## src/rtl/core/clsu_pkg.sv

```systemverilog
// ----------------------------------------------------------------------------
// clsu_pkg
// shared types, instruction codes and target codes of the load/store unit
// ----------------------------------------------------------------------------
package clsu_pkg;

  // default memory address width
  localparam int ADDR_BITS_DFLT = 16;

  // depth of the queue between front and back, a power of two
  localparam int QUEUE_DEPTH = 4;

  // instruction codes
  localparam logic [3:0] FN_LD_RR       = 4'd0;
  localparam logic [3:0] FN_LD_R_HL     = 4'd1;
  localparam logic [3:0] FN_ST_HL_R     = 4'd2;
  localparam logic [3:0] FN_LD_R_IMM    = 4'd3;
  localparam logic [3:0] FN_ST_HL_IMM   = 4'd4;
  localparam logic [3:0] FN_LD_A_BC     = 4'd5;
  localparam logic [3:0] FN_LD_A_DE     = 4'd6;
  localparam logic [3:0] FN_LD_A_HLI    = 4'd7;
  localparam logic [3:0] FN_LD_A_HLD    = 4'd8;
  localparam logic [3:0] FN_ST_BC_A     = 4'd9;
  localparam logic [3:0] FN_ST_DE_A     = 4'd10;
  localparam logic [3:0] FN_ST_HLI_A    = 4'd11;
  localparam logic [3:0] FN_ST_HLD_A    = 4'd12;
  localparam logic [3:0] FN_LD_PAIR_IMM = 4'd13;
  localparam logic [3:0] FN_ST_IMM_SP   = 4'd14;
  localparam logic [3:0] FN_NOP         = 4'd15;

  // byte register codes
  localparam logic [2:0] REG_B = 3'd0;
  localparam logic [2:0] REG_C = 3'd1;
  localparam logic [2:0] REG_D = 3'd2;
  localparam logic [2:0] REG_E = 3'd3;
  localparam logic [2:0] REG_H = 3'd4;
  localparam logic [2:0] REG_L = 3'd5;
  localparam logic [2:0] REG_A = 3'd7;

  // pair select code of the stack pointer
  localparam logic [1:0] PSEL_SP = 2'd3;

  // result target codes beyond the byte registers
  localparam logic [3:0] TGT_BC  = 4'd8;
  localparam logic [3:0] TGT_HL  = 4'd10;
  localparam logic [3:0] TGT_MEM = 4'd12;

  typedef struct packed {
    logic [3:0]  func;
    logic [2:0]  dst_reg;
    logic [2:0]  src_reg;
    logic [1:0]  pair_sel;
    logic [15:0] imm;
  } in_item_t;

  typedef struct packed {
    logic [3:0]  target;
    logic [15:0] value;
    logic [15:0] mem_addr;
    logic        last;
  } out_item_t;

  // where the memory address of an instruction comes from
  typedef enum logic [2:0] {
    ADDR_NONE,
    ADDR_HL,
    ADDR_BC,
    ADDR_DE,
    ADDR_IMM
  } addr_src_t;

  // classified request as it sits in the queue
  typedef struct packed {
    logic [3:0]  func;
    logic [2:0]  dst_reg;
    logic [2:0]  src_reg;
    logic [1:0]  pair_sel;
    logic [15:0] imm;
    addr_src_t   addr_src;
    logic        mem_rd;
    logic        two_res;
  } op_t;

endpackage

```

## src/rtl/core/clsu_queue.sv

```systemverilog
// ----------------------------------------------------------------------------
// clsu_queue
// short request queue between front and back
// ----------------------------------------------------------------------------
module clsu_queue
  import clsu_pkg::*;
(
  input  logic clk,
  input  logic rst_n,
  input  logic push,
  input  op_t  push_op,
  output logic full,
  input  logic pop,
  output logic head_valid,
  output op_t  head_op
);

  localparam int PW = $clog2(QUEUE_DEPTH);

  op_t           entry_r [QUEUE_DEPTH];
  logic [PW-1:0] wr_ptr_r;
  logic [PW-1:0] rd_ptr_r;
  logic [PW:0]   count_r;
  logic          do_push;
  logic          do_pop;

  assign full       = (count_r == (PW+1)'(QUEUE_DEPTH));
  assign head_valid = (count_r != '0);
  assign head_op    = entry_r[rd_ptr_r];
  assign do_push    = push && !full;
  assign do_pop     = pop && head_valid;

  always_ff @(posedge clk) begin
    if (!rst_n) begin
      wr_ptr_r <= '0;
      rd_ptr_r <= '0;
      count_r  <= '0;
    end else begin
      if (do_push) begin
        wr_ptr_r <= wr_ptr_r + PW'(1);
      end
      if (do_pop) begin
        rd_ptr_r <= rd_ptr_r + PW'(1);
      end
      if (do_push && !do_pop) begin
        count_r <= count_r + (PW+1)'(1);
      end else if (do_pop && !do_push) begin
        count_r <= count_r - (PW+1)'(1);
      end
    end
  end

  always_ff @(posedge clk) begin
    if (do_push) begin
      entry_r[wr_ptr_r] <= push_op;
    end
  end

endmodule

```

## config.mk

```make
export PLATFORM = sky130hd
export DESIGN_NAME = clsu_queue
export DESIGN_NICKNAME = d
export VERILOG_FILES = /design/src/rtl/core/clsu_pkg.sv /design/src/rtl/core/clsu_queue.sv
export SDC_FILE = /design/constraint.sdc
export NUM_CORES = 1
export LEC_CHECK = 0
export ABC_AREA = 1
export BUFFER_PORTS_ARGS = -buffer_cell sky130_fd_sc_hd__buf_2
export CAP_MARGIN = 5
export CORE_UTILIZATION = 57
export DETAILED_ROUTE_END_ITERATION = 10
export MAX_ROUTING_LAYER = met4
export PLACE_DENSITY_LB_ADDON = 0.1
export SLEW_MARGIN = 10
export SYNTH_ARGS = -nofsm -noshare
export SYNTH_HDL_FRONTEND = slang
export SYNTH_SLANG_ARGS = --single-unit
```

## constraint.sdc

```tcl
create_clock -name clk -period 3.55 [get_ports clk]
set_clock_uncertainty 0.15 [all_clocks]
set_input_delay 0.5325 -clock clk [delete_from_list [all_inputs] [get_ports clk]]
set_output_delay 0.5325 -clock clk [all_outputs]
set_load 0.005 [all_outputs]
```

==> impl_metrics.yaml, run 1 <==
route:
  drt-vias-per-instance: 5.53
  routed_wl_microns: 10000
  postRouteAntennaNets: 0
  remaining_drc_errors: 0
  dr.pass1.iters: 5
  via_count: 3266
  wl_per_cell_microns: 16.9
  first_iter_violations: 185
finish:
  mostFrequentLayoutCell: "edfxtp_1"
  n_antenna_cell: 0
  fin_area_sq_um: 6430
  instances_no_fill: 591
  layout_common_cells: "edfxtp_1 (132), nor2_1 (76), buf_2 (71)"
  finalNetCount: 510
  area_delta_synth_final_pct: 19.1
  drive_gt1_share_pct: 24.6
  fill_cells: 632
pwr:
  vdd_drop_max_mv: 0.462
  p_per_area_nw_per_um2: 751
  cellLeakagePower_uw: 0.00234
clocking:
  htree_levels: 4
  clk_root_buffer_cell: "clkbuf_8"
  clock-sinks: 141
  cts_buffers: 17
  cts.repair.resized: 0
  hold_buffers: 0
  insertion_delay_ns: 0.51
  cts_buffer_depth: 2
  post_cts_buffers: 0
  clkTransAtPathRegs_ns: 0.06
  cts_tree: "done"
setup_path:
  crit_end: "head_op[18]"
  crit_path_cell_trace: "inv_2 > o21ai_0 > o22ai_1 > buf_2"
  critPathKind: "flip-flop to primary output"
  cp_num_cells: 4
  crit_family: "buffers and inverters"
  slowest_delay_ns: 0.52
  arrival_ns: 2.04
  worst-path-max-fanout: 33
  rrSetupSlack_ns: 1.24
  r2r_end: "count_r[1]"
  critical_path.slowest_cell: "inv_2"
  cp-end-kind: "primary output"
  timing.rr.start: "count_r[0]"
  start_kind: "flip-flop"
  worstPathRequired_ns: 2.87
  reg2reg_depth: 9
  critPathBufInv: 2
sta:
  maxSlewViolCount: 0
  rsz0062_at_grt: "no"
  setup_viol: 0
  tns_ns: 0
  timing.final.crit_share_pct: 76.7
  fmax_mhz: 367
  min_period_ns: 2.72
  hold_violations: 0
  worst-slew-pin-transition_ns: 0.696
  worst_slew_margin_rel_pct: 53.5
yosys:
  yosys.area.top_type: "edfxtp_1"
  ys_warn_count: 0
  synth_top_cell_area_share_pct: 73.3
  ys_seq_area_share_pct: 76.7
  ys_seq_elements: 141
  syn_nets: 431
  netlist_top_cells_area: "edfxtp_1 (73%), nor2_1 (5.6%), o21ai_0 (4.5%), o22ai_1 (3.8%), dfxtp_1 (3.3%)"
  avgSynthCellArea_sq_um: 13.9
  syn_inst: 388
  synth.distinct_cells: 20
  synthesis.area_sq_um: 5410
global_route:
  grt.total_usage_pct: 22.1
  grt_pass1_wl_microns: 15500
  grt_pass1_vias: 3160
  antenna_found_initial: 0
  grt-ovfl-total: 0
  grt_max_degree: 67
die:
  fp-row-count: 35
  io_pins: 72
  start_util_pct: 58.8
  die_area_sq_um: 9880
  placeableCoreArea_sq_um: 9200
  die_w_microns: 99.4
  die_y_microns: 99.4
placed_design:
  numPortBuffers: 71
  gp_congestion: 0.736
  postPlaceCellArea_sq_um: 5830
  place_inst: 559
  dp_hpwl_microns: 5880
outcome:
  status: "finished clean"
min_path:
  min_path_type: "primary input to flip-flop"
job:
  cap_violations: 0
worst min path at each step:
| stage | start | cells after the start | endpoint | slack (ns) |
|---|---|---|---|---|
| detailed placement | rd_ptr_r[0] | 2 | flip-flop | 0.34 |
| finish | push_op[19] | 1 | entry_r[0][19] | 0.08 |
| global placement | rd_ptr_r[0] | 2 | rd_ptr_r[0] | 0.34 |
| global route | push_op[19] | 1 | entry_r[3][19] | 0.05 |
| CTS | push_op[19] | 1 | entry_r[1][19] | 0.06 |
| floorplan | rd_ptr_r[1] | 2 | flip-flop | 0.31 |
where the power goes:
part	total (uW)	leakage, uW	internal (uW)	switching (uW)
Sequential	2080	0.00128	2020	60.4
Combinational	997	0.000780	363	634
Clock	1750	0.000281	1080	673
cells in the mapped netlist (all sizes together):
cell	count
nand3	4
xor2	1
o22ai	33
inv	17
ha	5
clkbuf	3
fa	1
a21oi	3
nand3b	1
o21ai	67
buf	17
nand2	15
nor2	80
edfxtp	132
dfxtp	9
per-layer routing:
layer | wire length, microns | GRT usage, % | share of wire, %
met4 | 34 | 9.05 | 0.34
met1 | 4360 | 27.8 | 44
met2 | 5080 | 34.6 | 51
met3 | 537 | 5.83 | 5.4
met5 | 0 | - | 0
flip-flops by register name, indices dropped and copies added, names as in the netlist, named ones only:
register	cells
rd_ptr_r	2
count_r	3
wr_ptr_r	2
entry_r	132
metrics by stage:
stage / setup WS (ns) / hold WS [ns] / utilization [%] / power (uW)
after CTS: 0.788 / 0.0555 / 70.0 / 4870
after detailed placement: 1.19 / 0.337 / 63.4 / 3120
final: 0.828 / 0.0807 / 70.0 / 4830
after floorplan: 0.921 / 0.315 / - / 2770
after global routing: 0.667 / 0.0516 / 70.0 / 5060
after global placement: 1.26 / 0.339 / 63.4 / 3090
cell type report:
type	instances	area (sq um)	area share (%)
Inverter	17	63.8	0.992
Timing Repair Buffer	80	423	6.57
Clock inverter	15	188	2.92
Multi-Input combinational cell	210	1060	16.5
Tap cell	111	139	2.16
Sequential cell	141	4150	64.4
Clock buffer	17	414	6.44
cell families (layout without fill, tap and decap cells):
kind of cell | count (synthesis) | after routing | share of synthesized area (%)
AND/OR/NAND/NOR | 100 | 100 | 7.11
buffers and inverters | 37 | 129 | 4.24
flip-flops | 141 | 141 | 76.7
adder cells (fa/ha/maj) | 6 | 6 | 1.53
XOR/XNOR | 1 | 1 | 0.162
AO/OA/AOI/OAI | 103 | 103 | 10.3
(Power assumes the default switching activity.)
==> run 2: changes to the inputs <==
--- a/config.mk
+++ b/config.mk
@@ -5,10 +5,10 @@
 export SDC_FILE = /design/constraint.sdc
 export NUM_CORES = 1
 export LEC_CHECK = 0
-export ABC_AREA = 1
+export ABC_AREA = 0
 export BUFFER_PORTS_ARGS = -buffer_cell sky130_fd_sc_hd__buf_2
 export CAP_MARGIN = 5
-export CORE_UTILIZATION = 57
+export CORE_UTILIZATION = 51
 export DETAILED_ROUTE_END_ITERATION = 10
 export MAX_ROUTING_LAYER = met4
 export PLACE_DENSITY_LB_ADDON = 0.1
==> constraint.sdc (replaced) <==
create_clock -name clk -period 2.4 [get_ports clk]
set_clock_uncertainty 0.15 [all_clocks]
set_input_delay 0.36 -clock clk [delete_from_list [all_inputs] [get_ports clk]]
set_output_delay 0.36 -clock clk [all_outputs]
set_load 0.005 [all_outputs]
==> impl_metrics.yaml, run 2 <==
outcome:
  status: "finished clean"
setup_path:
  cp-end-kind: "primary output"
  slowest_delay_ns: 0.55
  worst-path-max-fanout: 22
  arrival_ns: 1.81
  critical_path.slowest_cell: "dfxtp_2"
  critPathKind: "flip-flop to primary output"
  start_kind: "flip-flop"
  crit_family: "flip-flops"
  critPathBufInv: 2
  crit_path_cell_trace: "buf_12 > mux4_2 > buf_2"
  worstPathRequired_ns: 1.89
die:
  die_area_sq_um: 10800
  die_y_microns: 104
  start_util_pct: 53.5
  die_w_microns: 104
  io_pins: 72
  placeableCoreArea_sq_um: 9910
  fp-row-count: 36
sta:
  min_period_ns: 2.32
  setup_viol: 0
  worst_hold_slack_ns: 0.0229
  fmax_mhz: 431
  timing.final.crit_share_pct: 96.6
  hold_violations: 0
  tns_ns: 0
  worst_slew_margin_rel_pct: 75.5
  worst-slew-pin-transition_ns: 0.368
  maxSlewViolCount: 0
  rsz0062_at_grt: "no"
  setup_ws_ns: 0.0808
route:
  via_count: 2580
  routed_wl_microns: 8820
  remaining_drc_errors: 0
  first_iter_violations: 107
  wl_per_cell_microns: 17.9
  drt-vias-per-instance: 5.24
  postRouteAntennaNets: 0
  dr.pass1.iters: 4
placed_design:
  place_ws_ns: 0.172
  numPortBuffers: 71
  dp_hpwl_microns: 5200
  gp_congestion: 0.648
finish:
  area_delta_synth_final_pct: 27.3
  mostFrequentLayoutCell: "edfxtp_1"
  n_antenna_cell: 0
  regMostFlops: "entry_r"
  largestRegisters: "entry_r: 132 flops, count_r: 3 flops"
  final_util_pct: 68.1
  drive_gt1_share_pct: 42.1
  layout_common_cells: "edfxtp_1 (132), buf_2 (71), dlygate4sd3_1 (33)"
  finalNetCount: 389
  largest_register_ffs: 132
global_route:
  grt_pass1_vias: 2662
  grt_pass1_wl_microns: 14000
  grt.total_usage_pct: 18.6
  grt-ovfl-total: 0
  antenna_found_initial: 0
  grt_max_degree: 23
yosys:
  synth.distinct_cells: 23
  ys_warn_count: 0
  synth_common_cells: "edfxtp_1 (132), mux4_2 (30), dfxtp_1 (9)"
  syn_inst: 221
  syn_nets: 264
  yosysMostFrequentCell: "edfxtp_1"
  avgSynthCellArea_sq_um: 24.0
  netlist_top_cells_area: "edfxtp_1 (75%), mux4_2 (13%), dfxtp_1 (3.4%), mux4_1 (1.5%), ha_1 (1.2%)"
  yosys.area.top_type: "edfxtp_1"
  ys.flop_type: "edfxtp_1"
  postSynth.asyncResetShare_pct: 0
  ys_seq_elements: 141
  synthesis.area_sq_um: 5300
  synth-edff-count: 132
  ys_seq_area_share_pct: 78.2
  synth_top_cell_area_share_pct: 74.8
clocking:
  clk_root_buffer_cell: "clkbuf_8"
  htree_levels: 4
  cts_tree: "done"
  insertion_delay_ns: 0.52
  cts_buffer_depth: 2
  clkTransAtPathRegs_ns: 0.06
  cts_buffers: 17
  post_cts_buffers: 0
  clock-sinks: 141
job:
  cap_violations: 0
pwr:
  cellLeakagePower_uw: 0.00237
  total_power_uw: 7080
  vdd_drop_max_mv: 0.681
  p_per_area_nw_per_um2: 1050
min_path:
  min_path_type: "primary input to flip-flop"
run 2: repair_timing:
item | CTS | global route
gates resized for setup | 1 | 2
endpoints found under the hold margin | 132 | 0
hold buffers | 33 | 0
setup endpoints to repair | 10 | 3
pin swaps | 0 | 0
run 2: per-stage QoR:
| stage | instance area (sq um) | std cells |
|---|---|---|
| final | 6750 | 492 |
| after floorplan | 5300 | 221 |
| after global routing | 6750 | 492 |
| after detailed placement | 5840 | 427 |
| after global placement | 5840 | 427 |
| after CTS | 6740 | 492 |
run 2: routing by layer:
layer,vias to the layer above,GRT usage [%],part of all wire (%)
met3,19,5.08,3.8
met4,0,8.27,1.8
met2,63,29.1,51
met1,1328,22.9,44
met5,-,-,0
li1,1170,-,-
run 2: cell families after synthesis:
logic type,share of synthesized area [%]
buffers and inverters,2.20
DFF,78.2
adders and majority gates,1.56
AOI/OAI and AO/OA,0.637
and+or+nand+nor,1.94
xor gates and xnor gates,0.661
muxes,14.8
run 2: final timing paths:
kind          startpoint           to  slack (ns)  cells past startpoint
min reg2reg  wr_ptr_r[0]  wr_ptr_r[0]        0.35                      2
min                rst_n   count_r[1]        0.02                      2
max            flip-flop  head_op[20]        0.08                      3
max reg2reg   count_r[1]   count_r[2]        0.20                      7
run 2: worst reg2reg max path, cell delays in order (launching register included):
cell	delay, ns
dfxtp_1	0.38
o31ai_2	0.32
ha_1	0.24
inv_1	0.07
fa_1	0.37
xor2_1	0.15
or3_1	0.29
a21boi_0	0.15
run 2: cell type report:
cell class,instances,area [sq um]
clock buffers,18,418
fillers,656,3160
well taps,133,166
repair buffers,116,808
clock inverters,14,151
inverters,3,11.3
multi-input cells,67,1040
flip-flops and latches,141,4150
run 2: where the power goes:
part / internal (uW) / switching, uW / total, uW
Combinational: 836 / 660 / 1500
Clock: 1560 / 911 / 2470
Sequential: 3000 / 116 / 3110
Total: 5390 / 1690 / 7080
