`config.mk`:
```
export PLATFORM = sky130hd
export DESIGN_NAME = clsu_front
export DESIGN_NICKNAME = d
export VERILOG_FILES = /design/src/rtl/core/clsu_pkg.sv /design/src/rtl/core/clsu_front.sv
export SDC_FILE = /design/constraint.sdc
export NUM_CORES = 1
export LEC_CHECK = 0
export CAP_MARGIN = 20
export CELL_PAD_IN_SITES_DETAIL_PLACEMENT = 0
export CELL_PAD_IN_SITES_GLOBAL_PLACEMENT = 1
export CORE_AREA = 2 2 39 41
export CTS_BUF_LIST = sky130_fd_sc_hd__clkbuf_8
export CTS_CLUSTER_DIAMETER = 50
export DETAILED_ROUTE_END_ITERATION = 10
export DIE_AREA = 0 0 41 43
export DONT_BUFFER_PORTS = 1
export PLACE_DENSITY_LB_ADDON = 0.1
export SETUP_SLACK_MARGIN = 0.1
export SYNTH_ARGS = -nofsm -noshare
export SYNTH_HDL_FRONTEND = slang
export SYNTH_SLANG_ARGS = --single-unit
```
`constraint.sdc`:
```
create_clock -name clk -period 1.08 [get_ports clk]
set_input_delay 0.216 -clock clk [delete_from_list [all_inputs] [get_ports clk]]
set_output_delay 0.216 -clock clk [all_outputs]
set_load 0.01 [all_outputs]
```
`src/rtl/core/clsu_pkg.sv`:
```
// ----------------------------------------------------------------------------
// clsu_pkg
// shared types, instruction codes and target codes of the load/store unit
// ----------------------------------------------------------------------------
package clsu_pkg;

  // default memory address width
  localparam int ADDR_BITS_DFLT = 16;

  // depth of the queue between front and back, a power of two
  localparam int QUEUE_DEPTH = 4;

  // instruction codes
  localparam logic [3:0] FN_LD_RR       = 4'd0;
  localparam logic [3:0] FN_LD_R_HL     = 4'd1;
  localparam logic [3:0] FN_ST_HL_R     = 4'd2;
  localparam logic [3:0] FN_LD_R_IMM    = 4'd3;
  localparam logic [3:0] FN_ST_HL_IMM   = 4'd4;
  localparam logic [3:0] FN_LD_A_BC     = 4'd5;
  localparam logic [3:0] FN_LD_A_DE     = 4'd6;
  localparam logic [3:0] FN_LD_A_HLI    = 4'd7;
  localparam logic [3:0] FN_LD_A_HLD    = 4'd8;
  localparam logic [3:0] FN_ST_BC_A     = 4'd9;
  localparam logic [3:0] FN_ST_DE_A     = 4'd10;
  localparam logic [3:0] FN_ST_HLI_A    = 4'd11;
  localparam logic [3:0] FN_ST_HLD_A    = 4'd12;
  localparam logic [3:0] FN_LD_PAIR_IMM = 4'd13;
  localparam logic [3:0] FN_ST_IMM_SP   = 4'd14;
  localparam logic [3:0] FN_NOP         = 4'd15;

  // byte register codes
  localparam logic [2:0] REG_B = 3'd0;
  localparam logic [2:0] REG_C = 3'd1;
  localparam logic [2:0] REG_D = 3'd2;
  localparam logic [2:0] REG_E = 3'd3;
  localparam logic [2:0] REG_H = 3'd4;
  localparam logic [2:0] REG_L = 3'd5;
  localparam logic [2:0] REG_A = 3'd7;

  // pair select code of the stack pointer
  localparam logic [1:0] PSEL_SP = 2'd3;

  // result target codes beyond the byte registers
  localparam logic [3:0] TGT_BC  = 4'd8;
  localparam logic [3:0] TGT_HL  = 4'd10;
  localparam logic [3:0] TGT_MEM = 4'd12;

  typedef struct packed {
    logic [3:0]  func;
    logic [2:0]  dst_reg;
    logic [2:0]  src_reg;
    logic [1:0]  pair_sel;
    logic [15:0] imm;
  } in_item_t;

  typedef struct packed {
    logic [3:0]  target;
    logic [15:0] value;
    logic [15:0] mem_addr;
    logic        last;
  } out_item_t;

  // where the memory address of an instruction comes from
  typedef enum logic [2:0] {
    ADDR_NONE,
    ADDR_HL,
    ADDR_BC,
    ADDR_DE,
    ADDR_IMM
  } addr_src_t;

  // classified request as it sits in the queue
  typedef struct packed {
    logic [3:0]  func;
    logic [2:0]  dst_reg;
    logic [2:0]  src_reg;
    logic [1:0]  pair_sel;
    logic [15:0] imm;
    addr_src_t   addr_src;
    logic        mem_rd;
    logic        two_res;
  } op_t;

endpackage

```
`src/rtl/core/clsu_front.sv`:
```
// ----------------------------------------------------------------------------
// clsu_front
// input handshake and classification of load/store requests
// ----------------------------------------------------------------------------
module clsu_front
  import clsu_pkg::*;
(
  input  logic     clk,
  input  logic     rst_n,
  input  logic     in_valid,
  output logic     in_stall,
  input  in_item_t in_item,
  input  logic     q_full,
  input  logic     clr_busy,
  output logic     q_push,
  output op_t      q_op
);

  logic accept;
  logic busy_r;

  // hold register set in reset so stall never leaves reset low
  always_ff @(posedge clk) begin
    if (!rst_n) begin
      busy_r <= 1'b1;
    end else begin
      busy_r <= 1'b0;
    end
  end

  assign in_stall = q_full || clr_busy || busy_r;
  assign accept   = in_valid && !in_stall;
  // no-op codes are taken and dropped
  assign q_push   = accept && (in_item.func != FN_NOP);

  always_comb begin
    q_op.func     = in_item.func;
    q_op.dst_reg  = in_item.dst_reg;
    q_op.src_reg  = in_item.src_reg;
    q_op.pair_sel = in_item.pair_sel;
    q_op.imm      = in_item.imm;
    q_op.addr_src = ADDR_NONE;
    q_op.mem_rd   = 1'b0;
    q_op.two_res  = 1'b0;
    case (in_item.func)
      FN_LD_R_HL: begin
        q_op.addr_src = ADDR_HL;
        q_op.mem_rd   = 1'b1;
      end
      FN_ST_HL_R, FN_ST_HL_IMM: begin
        q_op.addr_src = ADDR_HL;
      end
      FN_LD_A_BC: begin
        q_op.addr_src = ADDR_BC;
        q_op.mem_rd   = 1'b1;
      end
      FN_LD_A_DE: begin
        q_op.addr_src = ADDR_DE;
        q_op.mem_rd   = 1'b1;
      end
      FN_LD_A_HLI, FN_LD_A_HLD: begin
        q_op.addr_src = ADDR_HL;
        q_op.mem_rd   = 1'b1;
        q_op.two_res  = 1'b1;
      end
      FN_ST_BC_A: begin
        q_op.addr_src = ADDR_BC;
      end
      FN_ST_DE_A: begin
        q_op.addr_src = ADDR_DE;
      end
      FN_ST_HLI_A, FN_ST_HLD_A: begin
        q_op.addr_src = ADDR_HL;
        q_op.two_res  = 1'b1;
      end
      FN_ST_IMM_SP: begin
        q_op.addr_src = ADDR_IMM;
        q_op.two_res  = 1'b1;
      end
      default: begin
        q_op.addr_src = ADDR_NONE;
      end
    endcase
  end

endmodule

```
==> metrics.md, run 1 <==
| Metric | Value |
|---|---|
| Status | finished, final reports clean |
| Number of flops mapped to enable cells by yosys | 0 |
| Yosys top cell area share | 52.7% |
| FF+latch area | around 20 um2 |
| Final setup violating endpoints | 0 |
| Fmax | roughly 980 MHz |
| I/O pin total | 68 |
| Vias per cell | about 5 |
| Area contributors post-synth | buf_4 (53%), dfxtp_1 (5.0%), xnor2_1 (4.4%) |
| Max IR drop VDD | between 0.0001 and 0.00015 V |
| Crit-path max FO | 6 |
| FP Rows | 14 |
| #FFs+latches synth | 1 |
| Diode count | 0 |
| Die area | around 0.0018 mm2 |
| Fillers | 164 |
| Congestion Overflow GR | 0 |
| Drt first pass iters | 2 |
| Largest net degree at the start of global routing | 11 |
| Leak | between 0.00007 and 0.00008 uW |
| IO buf count | 0 |
| Initial drt markers | 2 |
| Area Growth Syn to Fin | -46.1% |
| Worst Slack Setup Final | between 0.06 and 0.07 ns |
| Initial Utilization | between 20% and 30% |
| CP Launch Type | input pin |
| Largest register FFs | 1 |
| Critical Path AT | ~0.8 ns |
| First-pass GRT wire length | 931 um |
| Detailed Route WL | 578 um |
| Max Cap Viol | 0 |
| Post-route design area | ~220 um2 |
| Post-DP HPWL | ~450 um |
| Actual slew at the worst max-slew pin | 0.325 ns |
| HP Class | in2reg |
| Multi-input logic area | 164 um2 |
| Register area share after synthesis | under 10% |
| Number of global-route vias before repair | 203 |
| Tmin final | just over 1 ns |
| RSZ-0062 raised after global routing | true |
| Vias | between 200 and 250 |
| WHS | between 0.2 and 0.3 ns |
| Critical setup path kind | in2out |
| Hold Fails Final Rpt | 0 |
| Share of cells above drive strength 1 | about 28% |
| Synth async-reset ratio | 0% |
| Largest registers | busy_r: 1 flops |
| Final ANT Viol Nets | 0 |
| Placed standard-cell area | approximately 200 um2 |
| Routability cong. | about 0.57 |
| Final Total Pwr | between 100 and 150 uW |
| Cell Area, Synth | 399 um2 |
| Nets | 60 |
| Initial antenna violation count | 0 |
| # DRC | 0 |
| PwrDens | approximately 500 mW/mm2 |
| Register with the most flip-flops | busy_r |
| Post-synthesis cell count | 55 |
| Worst Setup End Kind | output pin |
| Worst Hold Depth | 1 |
| CTS clk-pin slew, worst paths | 0 ns |
| Crit share post-route | between 90% and 100% |
| Die W | between 40 and 50 um |
| Cell with the most instances after synthesis | buf_4 |
| Die Y | 43 um |
| DR WL/cell | ~14 um |
| WP data required | 0.86 ns |
| Post-CTS Setup Repair Bufs | 0 |
| Gr usage total | roughly 7% |
| Final Max Slew Viols | 0 |
| Syn avg cell area | 7.26 um2 |
| Yosys cell types | 19 |
| Commonest register cell after synthesis | dfxtp_1 |
| Largest area contributor in the netlist | buf_4 |
| Ys Warns | 0 |
| Core area | about 0.0014 mm2 |
| Total negative slack | 0 ns |
| Post-synth top cells | buf_4 (28), nor2_1 (4), nand2_1 (3), o21ai_0 (3) |
| Slew HR | roughly four fifths |
| DP Worst Slack | roughly 0.051 ns |
| Syn_nets | slightly below 90 |
-- layout by cell type, fill, tap and decap left out --
cell type,count
o32ai_2,1
xnor2_1,2
and2_2,1
or3_4,1
inv_1,1
nor2_4,1
a21oi_1,1
buf_4,1
or2_0,1
nand2b_1,1
o21ai_1,1
a221oi_2,1
nor2_1,3
nor2b_4,1
dfxtp_1,1
nand2_1,3
a21o_1,1
a22o_1,1
o21ai_0,2
-- critical path, cell delays in order --
cell      delay (ns)
nor2b_4         0.11
a21o_1          0.16
a221oi_2        0.32
-- layout make-up --
class | count | share of cell area, %
inverters | 1 | 1.74
repair buffers | 1 | 3.49
flip-flops and latches | 1 | 9.30
well taps | 16 | 9.30
multi-input cells | 22 | 76.2
-- final timing paths --
kind | to | slack (ns) | startpoint
min | busy_r | 0.28 | rst_n
max | q_op[2] | 0.06 | in_item[24]
-- report_power, final --
part	leakage, uW	internal, uW	switching (uW)
Clock	0	0	0
Combinational	0.0000687	34.3	33.7
Sequential	0.00000844	39.7	0.470
Total	0.0000771	74.0	34.1
-- routing by layer --
metal | vias up | global-route usage [%] | wire (um)
met5 | - | 0 | 0
met4 | 0 | 2.67 | 10
met3 | 4 | 1.57 | 91
met2 | 13 | 9.69 | 260
met1 | 100 | 9.87 | 215
li1 | 90 | - | -
-- per-stage QoR --
step                      std cells  utilization (%)
final                            41             15.6
after global routing             41             15.6
after CTS                        41             15.6
after detailed placement         41             14.6
after global placement           41             14.6
after floorplan                  55                -
-- what timing repair did --
| action | CTS | global route |
|---|---|---|
| endpoints found under the setup margin | 3 | 4 |
| resized for setup | 2 | 0 |
| pin swaps | 0 | 1 |
| hold buffers | 0 | 0 |
-- logic make-up (layout without fill, tap and decap cells) --
logic type | count (synthesis) | in the layout | synth area share [%]
AOI/OAI and AO/OA | 8 | 8 | 15.0
buffers and inverters | 32 | 2 | 58.9
and+or+nand+nor | 12 | 12 | 16.6
DFF | 1 | 1 | 5.02
xor gates and xnor gates | 2 | 2 | 4.39
Note: power is estimated with default switching activity, not from simulation.
==> run 2: changes to the inputs <==
--- a/config.mk
+++ b/config.mk
@@ -14,7 +14,7 @@
 export DETAILED_ROUTE_END_ITERATION = 10
 export DIE_AREA = 0 0 41 43
 export DONT_BUFFER_PORTS = 1
-export PLACE_DENSITY_LB_ADDON = 0.1
+export PLACE_DENSITY = 0.78
 export SETUP_SLACK_MARGIN = 0.1
 export SYNTH_ARGS = -nofsm -noshare
 export SYNTH_HDL_FRONTEND = slang
==> run 2 against run 1 <==
  * Fmax increased by 0.15%
  * Global-route usage decreased by 1.6 points
  * Sequential power is essentially flat
  * Setup slack improved by 0.0015 ns
  * Combinational power barely moved
  * Cell area unchanged
  * Wire length down 4.2%
  * Sequential share of layout area did not move
==> metrics.md, run 2 (synthesized netlist as in run 1, its figures left out) <==
| Metric | Value |
|---|---|
| Status | finished, final reports clean (unchanged) |
| WL met2 | 267 um (was 260 um) |
| Gr usage total | 5.30% (was 6.91%) |
| Final setup violating endpoints | 0 (unchanged) |
| Area Growth Syn to Fin | -46.1% (unchanged) |
| Most frequent cells in the layout | nor2_1 (3), nand2_1 (3), xnor2_1 (2), o21ai_0 (2) (unchanged) |
| Crit-path slowest cell | a221oi_2 (unchanged) |
| Crit-path max FO | 6 (unchanged) |
| Initial antenna violation count | 0 (unchanged) |
| Crit share post-route | 94.1% (was 94.3%) |
| Worst Setup End Kind | output pin (unchanged) |
| Detailed Route WL | 554 um (was 578 um) |
| CTS clk-pin slew, worst paths | 0 ns (about the same) |
| Hold Fails Final Rpt | 0 (unchanged) |
| Fillers | 163 (was 164) |
| Number of global-route vias before repair | 141 (was 203) |
| Slew HR | 77.4% (was 78.1%) |
| RSZ-0062 raised after global routing | true (unchanged) |
| Actual slew at the worst max-slew pin | 0.335 ns (was 0.325 ns) |
| Largest net degree at the start of global routing | 11 (unchanged) |
| Fmax | 983 MHz (was 982 MHz) |
| FF+latch area | 20.0 um2 (unchanged) |
| First-pass GRT wire length | 703 um (was 931 um) |
| I/O pin total | 68 (unchanged) |
| Diode count | 0 (unchanged) |
| Initial drt markers | 6 (was 2) |
| Top sig layer | met3 (was met4) |
| Vias | 207 (unchanged) |
| CP Launch Type | input pin (unchanged) |
| Worst Slack Setup Final | 0.0632 ns (was 0.0617 ns) |
| Final Max Slew Viols | 0 (unchanged) |
| Max Cap Viol | 0 (unchanged) |
| Tmin final | 1.02 ns (about the same) |
| Hold_sp | rst_n (unchanged) |
| Max incr delay on CP | 0.32 ns (about the same) |
| Met3 wire length | 99 um (was 91 um) |
| Total negative slack | 0 ns (unchanged) |
| HP Class | in2reg (unchanged) |
| Largest registers | busy_r: 1 flops (unchanged) |
| Met1 WL | 187 um (was 215 um) |
| DP Worst Slack | 0.0565 ns (was 0.0507 ns) |
| Worst path cell trace | nor2b_4 > a21o_1 > a221oi_2 (unchanged) |
| Core area | 0.00138 mm2 (unchanged) |
| Share of cells above drive strength 1 | 28.0% (unchanged) |
| Die Y | 43 um (unchanged) |
| Max IR drop VDD | 0.000101 V (was 0.000129 V) |
| Crit path from | in_item[24] (unchanged) |
| Drt first pass iters | 4 (was 2) |
| Leak | 0.0000771 uW (unchanged) |
| Register with the most flip-flops | busy_r (unchanged) |
| FP Rows | 14 (unchanged) |
| Critical Path AT | 0.80 ns (about the same) |
| DR WL/cell | 13.5 um (was 14.1 um) |
| Routability cong. | 0.661 (was 0.567) |
| Critical setup path kind | in2out (unchanged) |
| Final ANT Viol Nets | 0 (unchanged) |
| Die W | 41 um (unchanged) |
| Initial Utilization | 28.8% (unchanged) |
| Nets | 60 (unchanged) |
| Multi-input logic area | 164 um2 (unchanged) |
| Congestion Overflow GR | 0 (unchanged) |
| Die area | 0.00176 mm2 (unchanged) |
| PwrDens | 502 mW/mm2 (about the same) |
| Vias per cell | 5.05 (unchanged) |
| # DRC | 0 (unchanged) |
| IO buf count | 0 (unchanged) |
| Largest register FFs | 1 (unchanged) |
| WP data required | 0.86 ns (about the same) |
[run 2: routing by layer]
| metal | up-vias | track usage, % |
|---|---|---|
| li1 | 87 | - |
| met1 | 99 | 7.30 |
| met2 | 21 | 8.44 |
| met3 | 0 | 1.05 |
| met4 | 0 | 0.667 |
| met5 | - | 0 |
[run 2: critical path, delay by kind of cell]
family             cells  cell delay, ns
and+or+nand+nor        1            0.11
AOI/OAI and AO/OA      2            0.47
[run 2: metrics by stage]
step           hold slack [ns]  total power (uW)  std cells  utilization (%)  area [um2]
3_5_place_dp             0.277               105         41             14.6         203
4_1_cts                  0.277               109         41             15.6         215
6_report                 0.275               108         41             15.6         215
3_3_place_gp             0.273               104         41             14.6         203
5_1_grt                  0.283               115         41             15.6         215
2_1_floorplan            0.273               224         55                -         420
[run 2: report_power, final]
group / switching, uW / internal (uW)
Clock: 0 / 0
Sequential: 0.458 / 39.7
Combinational: 33.5 / 34.3
Total: 34.0 / 74.0
[run 2: worst paths after layout]
kind	end	cells past startpoint
setup / recovery	q_op[2]	3
hold / removal	busy_r	1
[run 2: timing repair]
item / in CTS / in global routing
resized for setup: 2 / 0
setup buffers: 0 / 0
pin swaps: 0 / 1
cloned: 0 / 0
hold buffers: 0 / 0
setup endpoints to repair: 3 / 4
hold endpoints to repair: 0 / 0
[run 2: layout make-up]
| type | instances | share of cell area, % |
|---|---|---|
| multi-input cells | 22 | 76.2 |
| flip-flops and latches | 1 | 9.30 |
| well taps | 16 | 9.30 |
| repair buffers | 1 | 3.49 |
| inverters | 1 | 1.74 |
